## src/mfh_pkg.sv

```systemverilog
package mfh_pkg;

   // FNV-64 constants; the prime is 2^40 + 0x1b3
   localparam logic [63:0] FNV_BASIS       = 64'hcbf29ce484222325;
   localparam logic [63:0] FNV_PRIME       = 64'h00000100000001b3;
   localparam logic [63:0] FNV_PRIME_LOW   = 64'h00000000000001b3;
   localparam int          FNV_PRIME_SHIFT = 40;

   // fmix64 finalizer constants
   localparam logic [63:0] MIX_K1    = 64'hff51afd7ed558ccd;
   localparam logic [63:0] MIX_K2    = 64'hc4ceb9fe1a85ec53;
   localparam int          MIX_SHIFT = 33;

   // byte placement stride inside a word
   localparam logic [2:0]  BYTE_STRIDE = 3'd7;

   // hash state geometry: two banks of four words
   localparam int NUM_WORDS  = 8;
   localparam int BANK_DEPTH = 4;

   typedef enum logic {
      FUNC_ABSORB = 1'b0,
      FUNC_FINISH = 1'b1
   } func_type;

   typedef struct packed {
      func_type    func;
      logic [7:0]  data_byte;
   } req_type;

   typedef struct packed {
      logic [63:0] digest_word;
      logic [1:0]  word_index;
      logic        last_word;
   } rsp_type;

   // handshake between the sequencer and the finalizer
   typedef struct packed {
      logic        start;
      logic [63:0] value;
   } mix_cmd_type;

   typedef struct packed {
      logic        done;
      logic [63:0] result;
   } mix_stat_type;

endpackage

```

## src/mfh_ram.sv

```systemverilog
module mfh_ram #(
   parameter int WIDTH = 64,
   parameter int DEPTH = 4
) (
   input  logic                     clock,
   input  logic                     wr_en,
   input  logic [$clog2(DEPTH)-1:0] wr_addr,
   input  logic [WIDTH-1:0]         wr_data,
   input  logic                     rd_en,
   input  logic [$clog2(DEPTH)-1:0] rd_addr,
   output logic [WIDTH-1:0]         rd_data
);

   logic [WIDTH-1:0] mem_ff [DEPTH];
   logic [WIDTH-1:0] rd_data_ff;

   // one write port, one registered read port
   always_ff @(posedge clock) begin
      if (wr_en) begin
         mem_ff[wr_addr] <= wr_data;
      end
      if (rd_en) begin
         rd_data_ff <= mem_ff[rd_addr];
      end
   end

   assign rd_data = rd_data_ff;

endmodule

```

## src/mfh_fmix.sv

```systemverilog
module mfh_fmix import mfh_pkg::*; (
   input  logic         clock,
   input  logic         reset,
   input  mix_cmd_type  cmd,
   output mix_stat_type stat
);

   logic [63:0] x_ff, x_in;
   logic [63:0] acc_ff, acc_in;
   logic [1:0]  phase_ff, phase_in;
   logic        mul_sel_ff, mul_sel_in;
   logic        busy_ff, busy_in;
   logic        done_ff, done_in;

   logic [63:0] kc;
   logic [31:0] op_a, op_b;
   logic [63:0] prod, addend, sum;

   // operand select for one 32x32 partial product per cycle
   always_comb begin
      kc = mul_sel_ff ? MIX_K2 : MIX_K1;
      case (phase_ff)
         2'd0: begin
            op_a = x_ff[31:0];
            op_b = kc[31:0];
         end
         2'd1: begin
            op_a = x_ff[31:0];
            op_b = kc[63:32];
         end
         default: begin
            op_a = x_ff[63:32];
            op_b = kc[31:0];
         end
      endcase
      prod   = 64'(op_a) * 64'(op_b);
      addend = (phase_ff == 2'd0) ? prod : {prod[31:0], 32'd0};
      sum    = ((phase_ff == 2'd0) ? 64'd0 : acc_ff) + addend;
   end

   // sequencer: xorshift at load, two multiplies of three steps each
   always_comb begin
      x_in       = x_ff;
      acc_in     = acc_ff;
      phase_in   = phase_ff;
      mul_sel_in = mul_sel_ff;
      busy_in    = busy_ff;
      done_in    = 1'b0;
      if (cmd.start) begin
         x_in       = cmd.value ^ (cmd.value >> MIX_SHIFT);
         acc_in     = 64'd0;
         phase_in   = 2'd0;
         mul_sel_in = 1'b0;
         busy_in    = 1'b1;
      end else if (busy_ff) begin
         acc_in = sum;
         if (phase_ff == 2'd2) begin
            // product complete: fold the high bits back in
            x_in     = sum ^ (sum >> MIX_SHIFT);
            phase_in = 2'd0;
            if (mul_sel_ff) begin
               busy_in = 1'b0;
               done_in = 1'b1;
            end else begin
               mul_sel_in = 1'b1;
            end
         end else begin
            phase_in = phase_ff + 2'd1;
         end
      end
   end

   always_ff @(posedge clock) begin
      if (reset) begin
         busy_ff    <= 1'b0;
         done_ff    <= 1'b0;
         phase_ff   <= 2'd0;
         mul_sel_ff <= 1'b0;
      end else begin
         busy_ff    <= busy_in;
         done_ff    <= done_in;
         phase_ff   <= phase_in;
         mul_sel_ff <= mul_sel_in;
      end
      x_ff   <= x_in;
      acc_ff <= acc_in;
   end

   assign stat.done   = done_ff;
   assign stat.result = x_ff;

endmodule

```

## src/multiword_fnv_byte_hash_top.sv

```systemverilog
// Channel  Ports                          Word                 Direction
// -------  -----------------------------  -------------------  ---------
// request  req_valid req_ready req_data   req_type (func,byte) in
// result   rsp_valid rsp_ready rsp_data   rsp_type (digest)    out
//
// An absorb word is a read of the target hash word from its bank, then the
// xor and prime multiply with write-back. A finish word takes, per digest
// word, a read, a load, six finalizer steps on the shared 32x32 multiplier,
// a done cycle and the output, which waits while rsp is stalled.
// Reset is synchronous: eight valid bits mark the hash words as holding their
// initial values. rsp_ready low holds the digest word in the output register
// and stalls the finish sequence before it outputs its next word.
module multiword_fnv_byte_hash_top import mfh_pkg::*; (
   input  logic    clock,
   input  logic    reset,
   input  logic    req_valid,
   output logic    req_ready,
   input  req_type req_data,
   output logic    rsp_valid,
   input  logic    rsp_ready,
   output rsp_type rsp_data
);

   localparam int AW = $clog2(BANK_DEPTH);

   typedef enum logic [5:0] {
      ST_IDLE   = 6'b000001,
      ST_ABSORB = 6'b000010,
      ST_FREAD  = 6'b000100,
      ST_FLOAD  = 6'b001000,
      ST_FMIX   = 6'b010000,
      ST_FOUT   = 6'b100000
   } state_type;

   state_type            state_ff, state_in;
   logic [5:0]           pos_ff, pos_in;
   logic [1:0]           k_ff, k_in;
   logic [NUM_WORDS-1:0] valid_ff, valid_in;
   logic [63:0]          shifted_ff, shifted_in;
   logic                 rsp_valid_ff, rsp_valid_in;
   rsp_type              rsp_ff, rsp_in;

   logic [AW-1:0] rd_addr;
   logic          rd_en;
   logic [63:0]   q_lo, q_hi;
   logic [63:0]   word_lo, word_hi;
   logic [AW-1:0] sel_addr;
   logic [63:0]   cur_word, mixed, absorbed;
   logic          wr_lo, wr_hi;
   logic [5:0]    shift_amt;
   logic          req_fire, out_free;

   mix_cmd_type  mix_cmd;
   mix_stat_type mix_stat;

   // initial value of a hash word: odd words hold the prime
   function automatic logic [63:0] word_reset(input logic odd);
      return odd ? FNV_PRIME : FNV_BASIS;
   endfunction

   assign req_ready = (state_ff == ST_IDLE);
   assign req_fire  = req_valid && req_ready;
   assign out_free  = !rsp_valid_ff || rsp_ready;

   // both banks read at the same address: byte position or digest index
   assign rd_en   = (state_ff == ST_IDLE) || (state_ff == ST_FREAD);
   assign rd_addr = (state_ff == ST_FREAD) ? k_ff : pos_ff[AW-1:0];

   mfh_ram #(.WIDTH(64), .DEPTH(BANK_DEPTH)) u_bank_lo (
      .clock   (clock),
      .wr_en   (wr_lo),
      .wr_addr (pos_ff[AW-1:0]),
      .wr_data (absorbed),
      .rd_en   (rd_en),
      .rd_addr (rd_addr),
      .rd_data (q_lo)
   );

   mfh_ram #(.WIDTH(64), .DEPTH(BANK_DEPTH)) u_bank_hi (
      .clock   (clock),
      .wr_en   (wr_hi),
      .wr_addr (pos_ff[AW-1:0]),
      .wr_data (absorbed),
      .rd_en   (rd_en),
      .rd_addr (rd_addr),
      .rd_data (q_hi)
   );

   mfh_fmix u_fmix (
      .clock (clock),
      .reset (reset),
      .cmd   (mix_cmd),
      .stat  (mix_stat)
   );

   // read data, replaced by the initial value where a word was never written
   always_comb begin
      sel_addr = (state_ff == ST_FLOAD) ? k_ff : pos_ff[AW-1:0];
      word_lo  = valid_ff[{1'b0, sel_addr}] ? q_lo : word_reset(sel_addr[0]);
      word_hi  = valid_ff[{1'b1, sel_addr}] ? q_hi : word_reset(sel_addr[0]);
      cur_word = pos_ff[AW] ? word_hi : word_lo;
   end

   // absorb: xor in the placed byte, multiply by 2^40 + 0x1b3
   always_comb begin
      mixed    = cur_word ^ shifted_ff;
      absorbed = (mixed << FNV_PRIME_SHIFT) + mixed * FNV_PRIME_LOW;
      wr_lo    = (state_ff == ST_ABSORB) && !pos_ff[AW];
      wr_hi    = (state_ff == ST_ABSORB) && pos_ff[AW];
   end

   // byte placement: shift by 7n mod 64
   assign shift_amt  = 6'(pos_ff * BYTE_STRIDE);
   assign shifted_in = 64'(req_data.data_byte) << shift_amt;

   assign mix_cmd.start = (state_ff == ST_FLOAD);
   assign mix_cmd.value = word_lo ^ word_hi;

   // control sequencer
   always_comb begin
      state_in     = state_ff;
      pos_in       = pos_ff;
      k_in         = k_ff;
      valid_in     = valid_ff;
      rsp_valid_in = rsp_valid_ff && !rsp_ready;
      rsp_in       = rsp_ff;
      unique case (state_ff)
         ST_IDLE: begin
            if (req_fire) begin
               if (req_data.func == FUNC_FINISH) begin
                  k_in     = 2'd0;
                  state_in = ST_FREAD;
               end else begin
                  state_in = ST_ABSORB;
               end
            end
         end
         ST_ABSORB: begin
            valid_in[pos_ff[2:0]] = 1'b1;
            pos_in   = pos_ff + 6'd1;
            state_in = ST_IDLE;
         end
         ST_FREAD: begin
            state_in = ST_FLOAD;
         end
         ST_FLOAD: begin
            state_in = ST_FMIX;
         end
         ST_FMIX: begin
            if (mix_stat.done) begin
               state_in = ST_FOUT;
            end
         end
         ST_FOUT: begin
            if (out_free) begin
               rsp_valid_in       = 1'b1;
               rsp_in.digest_word = mix_stat.result;
               rsp_in.word_index  = k_ff;
               rsp_in.last_word   = (k_ff == 2'd3);
               if (k_ff == 2'd3) begin
                  // restart for the next message
                  valid_in = '0;
                  pos_in   = 6'd0;
                  state_in = ST_IDLE;
               end else begin
                  k_in     = k_ff + 2'd1;
                  state_in = ST_FREAD;
               end
            end
         end
         default: begin
            state_in = ST_IDLE;
         end
      endcase
   end

   always_ff @(posedge clock) begin
      if (reset) begin
         state_ff     <= ST_IDLE;
         pos_ff       <= 6'd0;
         k_ff         <= 2'd0;
         valid_ff     <= '0;
         rsp_valid_ff <= 1'b0;
      end else begin
         state_ff     <= state_in;
         pos_ff       <= pos_in;
         k_ff         <= k_in;
         valid_ff     <= valid_in;
         rsp_valid_ff <= rsp_valid_in;
      end
      rsp_ff <= rsp_in;
      if (req_fire) begin
         shifted_ff <= shifted_in;
      end
   end

   assign rsp_valid = rsp_valid_ff;
   assign rsp_data  = rsp_ff;

endmodule

```

## config.mk

```make
export PLATFORM = sky130hd
export DESIGN_NAME = multiword_fnv_byte_hash_top
export DESIGN_NICKNAME = d
export VERILOG_FILES = /design/src/mfh_pkg.sv /design/src/mfh_ram.sv /design/src/mfh_fmix.sv /design/src/multiword_fnv_byte_hash_top.sv
export SDC_FILE = /design/constraint.sdc
export NUM_CORES = 2
export LEC_CHECK = 0
export BUFFER_PORTS_ARGS = -buffer_cell sky130_fd_sc_hd__buf_2
export CAP_MARGIN = 5
export CORE_ASPECT_RATIO = 1.25
export CORE_MARGIN = 2
export CORE_UTILIZATION = 40
export DETAILED_ROUTE_END_ITERATION = 12
export SLEW_MARGIN = 40
export SYNTH_ARGS = -nofsm -noshare
export SYNTH_HDL_FRONTEND = slang
export SYNTH_SLANG_ARGS = --single-unit
export TNS_END_PERCENT = 100
```

## constraint.sdc

```tcl
create_clock -name clock -period 14.4 [get_ports clock]
set_input_delay 2.88 -clock clock [delete_from_list [all_inputs] [get_ports clock]]
set_output_delay 2.88 -clock clock [all_outputs]
set_load 0.005 [all_outputs]
```

=== Word-level counts from Yosys, hierarchy flattened ===
Memory sizes are Yosys's and may differ from the RTL's. A register that Yosys moved wholly into a read port is not among the register bits.
Cells that the tools add are included.

* Bitwise gates (word level): 7
* Muxes and demuxes: 49
* $mul: 3
* Equal/unequal tests: 15
* Order comparisons: 4
* Shift operators: 1
* Reductions and logical operators: 24
* $add $sub $neg: 5
* Div/mod/pow operators: 0

{| class="wikitable"
|+ Operators with widths
! operator !! count
|-
| 64-bit 2-to-1 mux || 9
|-
| 64-bit adder || 2
|-
| 64-bit by 31-bit XOR with 64-bit output || 2
|-
| 64-bit XOR || 2
|-
| 32-bit by 32-bit multiplier with 64-bit output || 1
|-
| 64-bit by 9-bit multiplier with 64-bit output, second input constant || 1
|-
| 32-bit 2-to-1 mux || 2
|-
| 8-bit by 6-bit left shift with 64-bit output || 1
|-
| 62-bit 2-to-1 mux || 1
|-
| 6-bit 2-to-1 mux || 5
|-
| 6-bit one-hot mux with 5 select lines || 1
|-
| 8-bit 2-to-1 mux || 2
|-
| 8-bit one-hot mux with 2 select lines || 1
|-
| 1-bit 2-to-1 mux || 14
|-
| 2-bit 2-to-1 mux || 7
|-
| 6-bit one-hot mux with 2 select lines || 1
|-
| 3-bit by 4-bit < comparator with 1-bit output, second input constant || 2
|-
| 8-bit bitwise OR || 1
|-
| 2-bit nonzero test || 4
|-
| 6-bit by 1-bit adder with 6-bit output, second input constant || 1
|-
| 6-bit by 1-bit equality test with 1-bit output, second input constant || 1
|-
| 6-bit by 2-bit equality test with 1-bit output, second input constant || 1
|-
| 6-bit by 3-bit equality test with 1-bit output, second input constant || 1
|-
| 6-bit by 4-bit equality test with 1-bit output, second input constant || 1
|-
| other kinds (24) || 44
|}

* Bits in latches: 0
* Word-level logic and storage cells: 125
* Memories kept: 2
* Flip-flop bits (word level): 287
* Bits of input ports: 13
* Output and inout bits: 69
* ROM bits: 0
* Bits in writable memories: 512

{| class="wikitable"
|+ Memory list
! memory !! words !! width !! read ports !! clocked after Yosys merged registers in !! wr ports !! line !! source
|-
| u_bank_hi.mem_ff || 4 || 64 || 1 || 1 || 1 || mfh_ram.sv:14 || <nowiki>logic [WIDTH-1:0] mem_ff [DEPTH];</nowiki>
|-
| u_bank_lo.mem_ff || 4 || 64 || 1 || 1 || 1 || mfh_ram.sv:14 ||
|}

=== Logic depth before layout (Yosys ltp) ===
* Word-level depth: 10
* Gate-level depth with buffers: 54
* Mapped depth without buffers: 45

=== Cells and area by module ===
From an unflattened synthesis, not the netlist that was laid out.

* Cell total of the unflattened synthesis: 7618
* Area, all modules: 84238.3 sq um

{| class="wikitable"
|+ Modules (own cells, without submodules)
! module !! seq. area each (sq um) !! cells an instance !! instances !! area each (sq um)
|-
| mfh_fmix || 3303.2 || 4534 || 1 || 40809.1
|-
| mfh_ram || 9609.2 || 402 || 2 || 11263.3
|-
| multiword_fnv_byte_hash_top || 4394.2 || 2280 || 1 || 20902.5
|}

=== Least setup slack after synthesis ===
No wires, ideal clock.

* Path kind: reg2reg
* Start: register u_fmix.phase_ff[1]
* End: register u_fmix.x_ff[30], data pin
* Data required time: 14.248 ns
* Path slack: 2.438 ns
* Clock period less this slack: 11.962 ns
* Setup time: 0.152 ns
* Arrival: 11.810 ns
* Buffers on the path: 9
* Cell stages (with the launch flop): 50
* Cell sequence: dfxtp_1 buf_2 nor2b_1 buf_1 clkinv_1 clkbuf_1 buf_1 ha_1 clkbuf_1 inv_1 clkbuf_1 buf_1 buf_1 nand2_1 fa_1 inv_1 fa_1 fa_1 [... 14 more ...] o21ai_0 a41oi_1 xnor2_1 nor2_1 a21oi_1 ha_1 clkbuf_1 nand4_1 nor2_1 a2111oi_1 a211oi_1 o32a_1 a31oi_4 o21ai_0 a31oi_1 nor4_1 or3_1 a31oi_1

* Longest elaborated chain between the ends: 10
* Elaborated cells on any way between the ends: 13
* Classes of those cells: add/sub: 1; mul: 1; eq/ne: 1; mux: 7; bitwise: 1; reduce/logical: 2

{| class="wikitable"
|+ RTL lines
! item !! line !! source
|-
| start, declared || mfh_fmix.sv:10 || <nowiki>logic [1:0] phase_ff, phase_in;</nowiki>
|-
| start signal, assigned || mfh_fmix.sv:82 || <nowiki>phase_ff <= phase_in;</nowiki>
|-
| 2-bit by 1-bit equality test with 1-bit output or 2-bit logical NOT (tied branches) || mfh_fmix.sv:22, mfh_fmix.sv:37, mfh_fmix.sv:38 ||
|-
| 2-bit OR reduction (no source line) || -- ||
|-
| 32-bit 2-to-1 mux || mfh_fmix.sv:22 || <nowiki>case (phase_ff)</nowiki>
|-
| 32-bit by 32-bit multiplier with 64-bit output || mfh_fmix.sv:36 || <nowiki>prod = 64'(op_a) * 64'(op_b);</nowiki>
|-
| 64-bit 2-to-1 mux || mfh_fmix.sv:37 || <nowiki>addend = (phase_ff == 2'd0) ? prod : {prod[31:0], 32'd0};</nowiki>
|-
| 64-bit adder (*) || mfh_fmix.sv:38 || <nowiki>sum = ((phase_ff == 2'd0) ? 64'd0 : acc_ff) + addend;</nowiki>
|-
| 64-bit by 31-bit XOR with 64-bit output (*) || mfh_fmix.sv:59 || <nowiki>x_in = sum ^ (sum >> MIX_SHIFT);</nowiki>
|-
| 64-bit 2-to-1 mux (*) || mfh_fmix.sv:57 || <nowiki>if (phase_ff == 2'd2) begin</nowiki>
|-
| 64-bit 2-to-1 mux (*) || mfh_fmix.sv:55 || <nowiki>end else if (busy_ff) begin</nowiki>
|-
| 64-bit 2-to-1 mux (*) || mfh_fmix.sv:49 || <nowiki>if (cmd.start) begin</nowiki>
|-
| named net u_fmix.x_in[30] || mfh_fmix.sv:8 || <nowiki>logic [63:0] x_ff, x_in;</nowiki>
|-
| end signal, assigned || mfh_fmix.sv:85 || <nowiki>x_ff <= x_in;</nowiki>
|-
| end, declared || mfh_fmix.sv:8 ||
|}

Mark *: on every way through the listed nets, which the timed path passes. The rest lies on a longest branch. The select of a mux whose other input is x is not followed.
A chain may end at the register's enable or synchronous reset.

=== Final worst setup path ===
* Start: register u_fmix.phase_ff[1]
* End: register u_fmix.x_ff[21], data pin

The elaborated chain is that of the path after synthesis.

==> flow_metrics.py <==
metrics = {
    "route": {
        "drtIter0Drc": 5011,
        "ant_nets": 0,
        "drc_errors": 0,
        "viasPerCell": 5.42,
        "dr.pass1.iters": 5,
        "vias": 58830,
        "wire_per_inst_um": 26.4,
        "routed_wl_mm": 287,
    },
    "synth": {
        "synth-seq-area-share_pct": 32.1,
        "synth_edf_count": 835,
        "synthTopCellsByCount": "inv_1 (1399), fa_1 (1014), edfxtp_1 (835)",
        "yosys_most_used_dff": "edfxtp_1",
        "synth_cell_types": 104,
        "syn_area_sq_um": 83900,
        "synthArstFlopShare_pct": 0,
        "synth_top_area_share_pct": 29.9,
        "yosysWarnings": 0,
        "synth_most_common_cell": "inv_1",
        "syn_area_per_cell_sq_um": 10.4,
        "synth-seq-cells": 927,
        "synth_cells": 8059,
        "yosysTopAreaCell": "edfxtp_1",
        "synth_area_leaders": "edfxtp_1 (30%), fa_1 (24%), ha_1 (9.2%)",
    },
    "sta": {
        "setup_viol": 0,
        "fin_skew_ns": 0.0520,
        "fmax_mhz": 77.3,
        "tightest_slew_ns": 0.979,
        "max-slew-margin-rel_pct": 34.2,
        "rsz0062_at_grt": "no",
        "whs_ns": 0.464,
        "period_needed_ns": 12.94,
        "final.period_utilization_pct": 89.8,
        "tns_ns": 0,
        "hold_viol": 0,
        "drv_slew": 0,
    },
    "critical_path": {
        "arrival_ns": 13.42,
        "slowest_delay_ns": 0.82,
        "worstSetupStartpointType": "flip-flop",
        "r2r_slack_ns": 1.46,
        "path_class": "flip-flop to flip-flop",
        "cp_common_cell": "fa_1",
        "cpMaxStageDelayCell": "mux2i_1",
        "critPathMaxFanout": 36,
        "setup.worst_path.end_class": "flip-flop",
        "cp.required_ns": 14.88,
        "path_buf_inv": 5,
        "cp_top_family": "adder cells",
    },
    "placed_design": {
        "numPortBuffers": 81,
        "place.gp.congestion": 1.07,
        "placed_area_sq_um": 87600,
        "place_hpwl_mm": 231,
    },
    "cts": {
        "cts_tree": "yes",
        "post_cts_resized": 0,
        "cts.root.buffer_cell": "clkbuf_16",
        "cts_hold_buffers": 0,
        "post_cts_buffers": 0,
        "clockBufferDepth": 3,
        "cts_sinks": 927,
        "cts_buffers": 99,
        "htreeDepth": 3,
        "insertion_delay_ns": 0.77,
        "clk_pin_slew_ns": 0.06,
    },
    "final_layout": {
        "area_delta_synth_final_pct": 8.25,
        "diodes": 0,
        "fillerInstances": 19886,
        "multi_input_area_sq_um": 50800,
        "regArea_sq_um": 26900,
        "postLayoutCellArea_sq_um": 90800,
        "drive_gt1_share_pct": 6.08,
        "nets": 9667,
        "fin_util_pct": 43.4,
    },
    "global_routing": {
        "antenna_found_initial": 5,
        "grtUsageTotal_pct": 27.2,
        "grt_pass1_vias": 62025,
        "grt_max_degree": 143,
        "grt_pass1_wl_mm": 420,
        "overflow": 0,
    },
    "die": {
        "coreArea_sq_um": 209000,
        "pin_count": 82,
        "die_x_um": 414,
        "start_util_pct": 40.1,
        "rows": 188,
        "fp.dieH_um": 516,
        "dieArea_sq_um": 213000,
    },
    "status": {
        "status": "completed",
    },
    "min_path": {
        "min_path_type": "flip-flop to flip-flop",
    },
    "flow_run": {
        "max_cap_viol_count": 0,
    },
}
## final cells by class
| type | instances | area share [%] |
|---|---|---|
| multi-input cells | 5409 | 56.0 |
| flip-flops and latches | 927 | 29.6 |
| inverters | 1409 | 5.82 |
| well taps | 2755 | 3.79 |
| clock buffers | 124 | 2.88 |
| repair buffers | 178 | 1.37 |
| clock inverters | 55 | 0.537 |
## worst register-to-register path, delay by kind of cell (launching register included)
kind                     cells  cell delay, ns
multiplexers                 1            0.96
adder cells (fa/ha/maj)     10            4.80
buffers and inverters        5            1.26
AND/OR/NAND/NOR              5            1.11
XOR/XNOR                     3            0.85
AO/OA/AOI/OAI               14            3.38
flip-flops                   1            0.35
## worst paths after layout
| check | to | cells past startpoint | startpoint |
|---|---|---|---|
| worst max-delay path | u_fmix.x_ff[21]$_DFFE_PP_ | 38 | u_fmix.phase_ff[1]$_SDFFE_PP0P_ |
| worst min-delay path | u_fmix.acc_ff[0]$_SDFFE_PP0P_ | 2 | u_fmix.acc_ff[0]$_SDFFE_PP0P_ |
| worst max register to register | u_fmix.x_ff[21]$_DFFE_PP_ | 38 | u_fmix.phase_ff[1]$_SDFFE_PP0P_ |
| worst min register to register | u_fmix.acc_ff[0]$_SDFFE_PP0P_ | 2 | u_fmix.acc_ff[0]$_SDFFE_PP0P_ |
## cell families (layout without fill, tap and decap cells)
family	count (synthesis)	after routing	share of synthesized area, %
multiplexers	110	110	1.39
adder cells (fa/ha/maj)	1638	1638	33.5
AND/OR/NAND/NOR	1845	1845	10.0
AO/OA/AOI/OAI	1341	1341	10.3
other	1	2	0.00447
XOR/XNOR	473	473	4.94
flip-flops	927	927	32.1
buffers and inverters	1724	1766	7.80
## metrics by stage
| step | setup slack (ns) | instances |
|---|---|---|
| 2_1_floorplan | 2.44 | 8060 |
| 3_3_place_gp | 1.50 | 10672 |
| 3_5_place_dp | 1.64 | 10675 |
| 4_1_cts | 1.57 | 10854 |
| 5_1_grt | 1.03 | 10857 |
| 6_report | 1.46 | 10857 |
## registers in the layout, summed over array words and instances (netlist names)
register           flops
u_fmix.x_ff           64
u_bank_lo.mem_ff     256
u_fmix.busy_ff         1
u_fmix.mul_sel_ff      1
shifted_ff            64
u_bank_hi.mem_ff     256
k_ff                   2
u_fmix.acc_ff         64
rsp_data              67
u_bank_hi.rd_data     64
u_fmix.phase_ff        2
valid_ff               8
u_fmix.done_ff         1
u_bank_lo.rd_data     64
state_ff               6
rsp_valid              1
pos_ff                 6
## layout by cell type, fill, tap and decap left out, drive strengths merged, types with 164 or more instances in the layout
cell,n
o21ai,246
nor2,527
and2,236
xor2,198
a211oi,182
inv,1408
ha,616
a31oi,164
buf,178
fa,1014
edfxtp,835
xnor2,275
nand2,712
a21oi,341
## per-layer routing
layer | vias to the layer above | wire [um] | global-route usage (%)
li1 | 26481 | - | -
met1 | 29571 | 106000 | 31.9
met2 | 2139 | 144000 | 47.3
met3 | 639 | 16500 | 3.40
met4 | 0 | 20600 | 16.4
met5 | - | 0 | 0
Power is not shown: default switching activity piles up to over one toggle a cycle in this logic, so the estimate is an artifact.
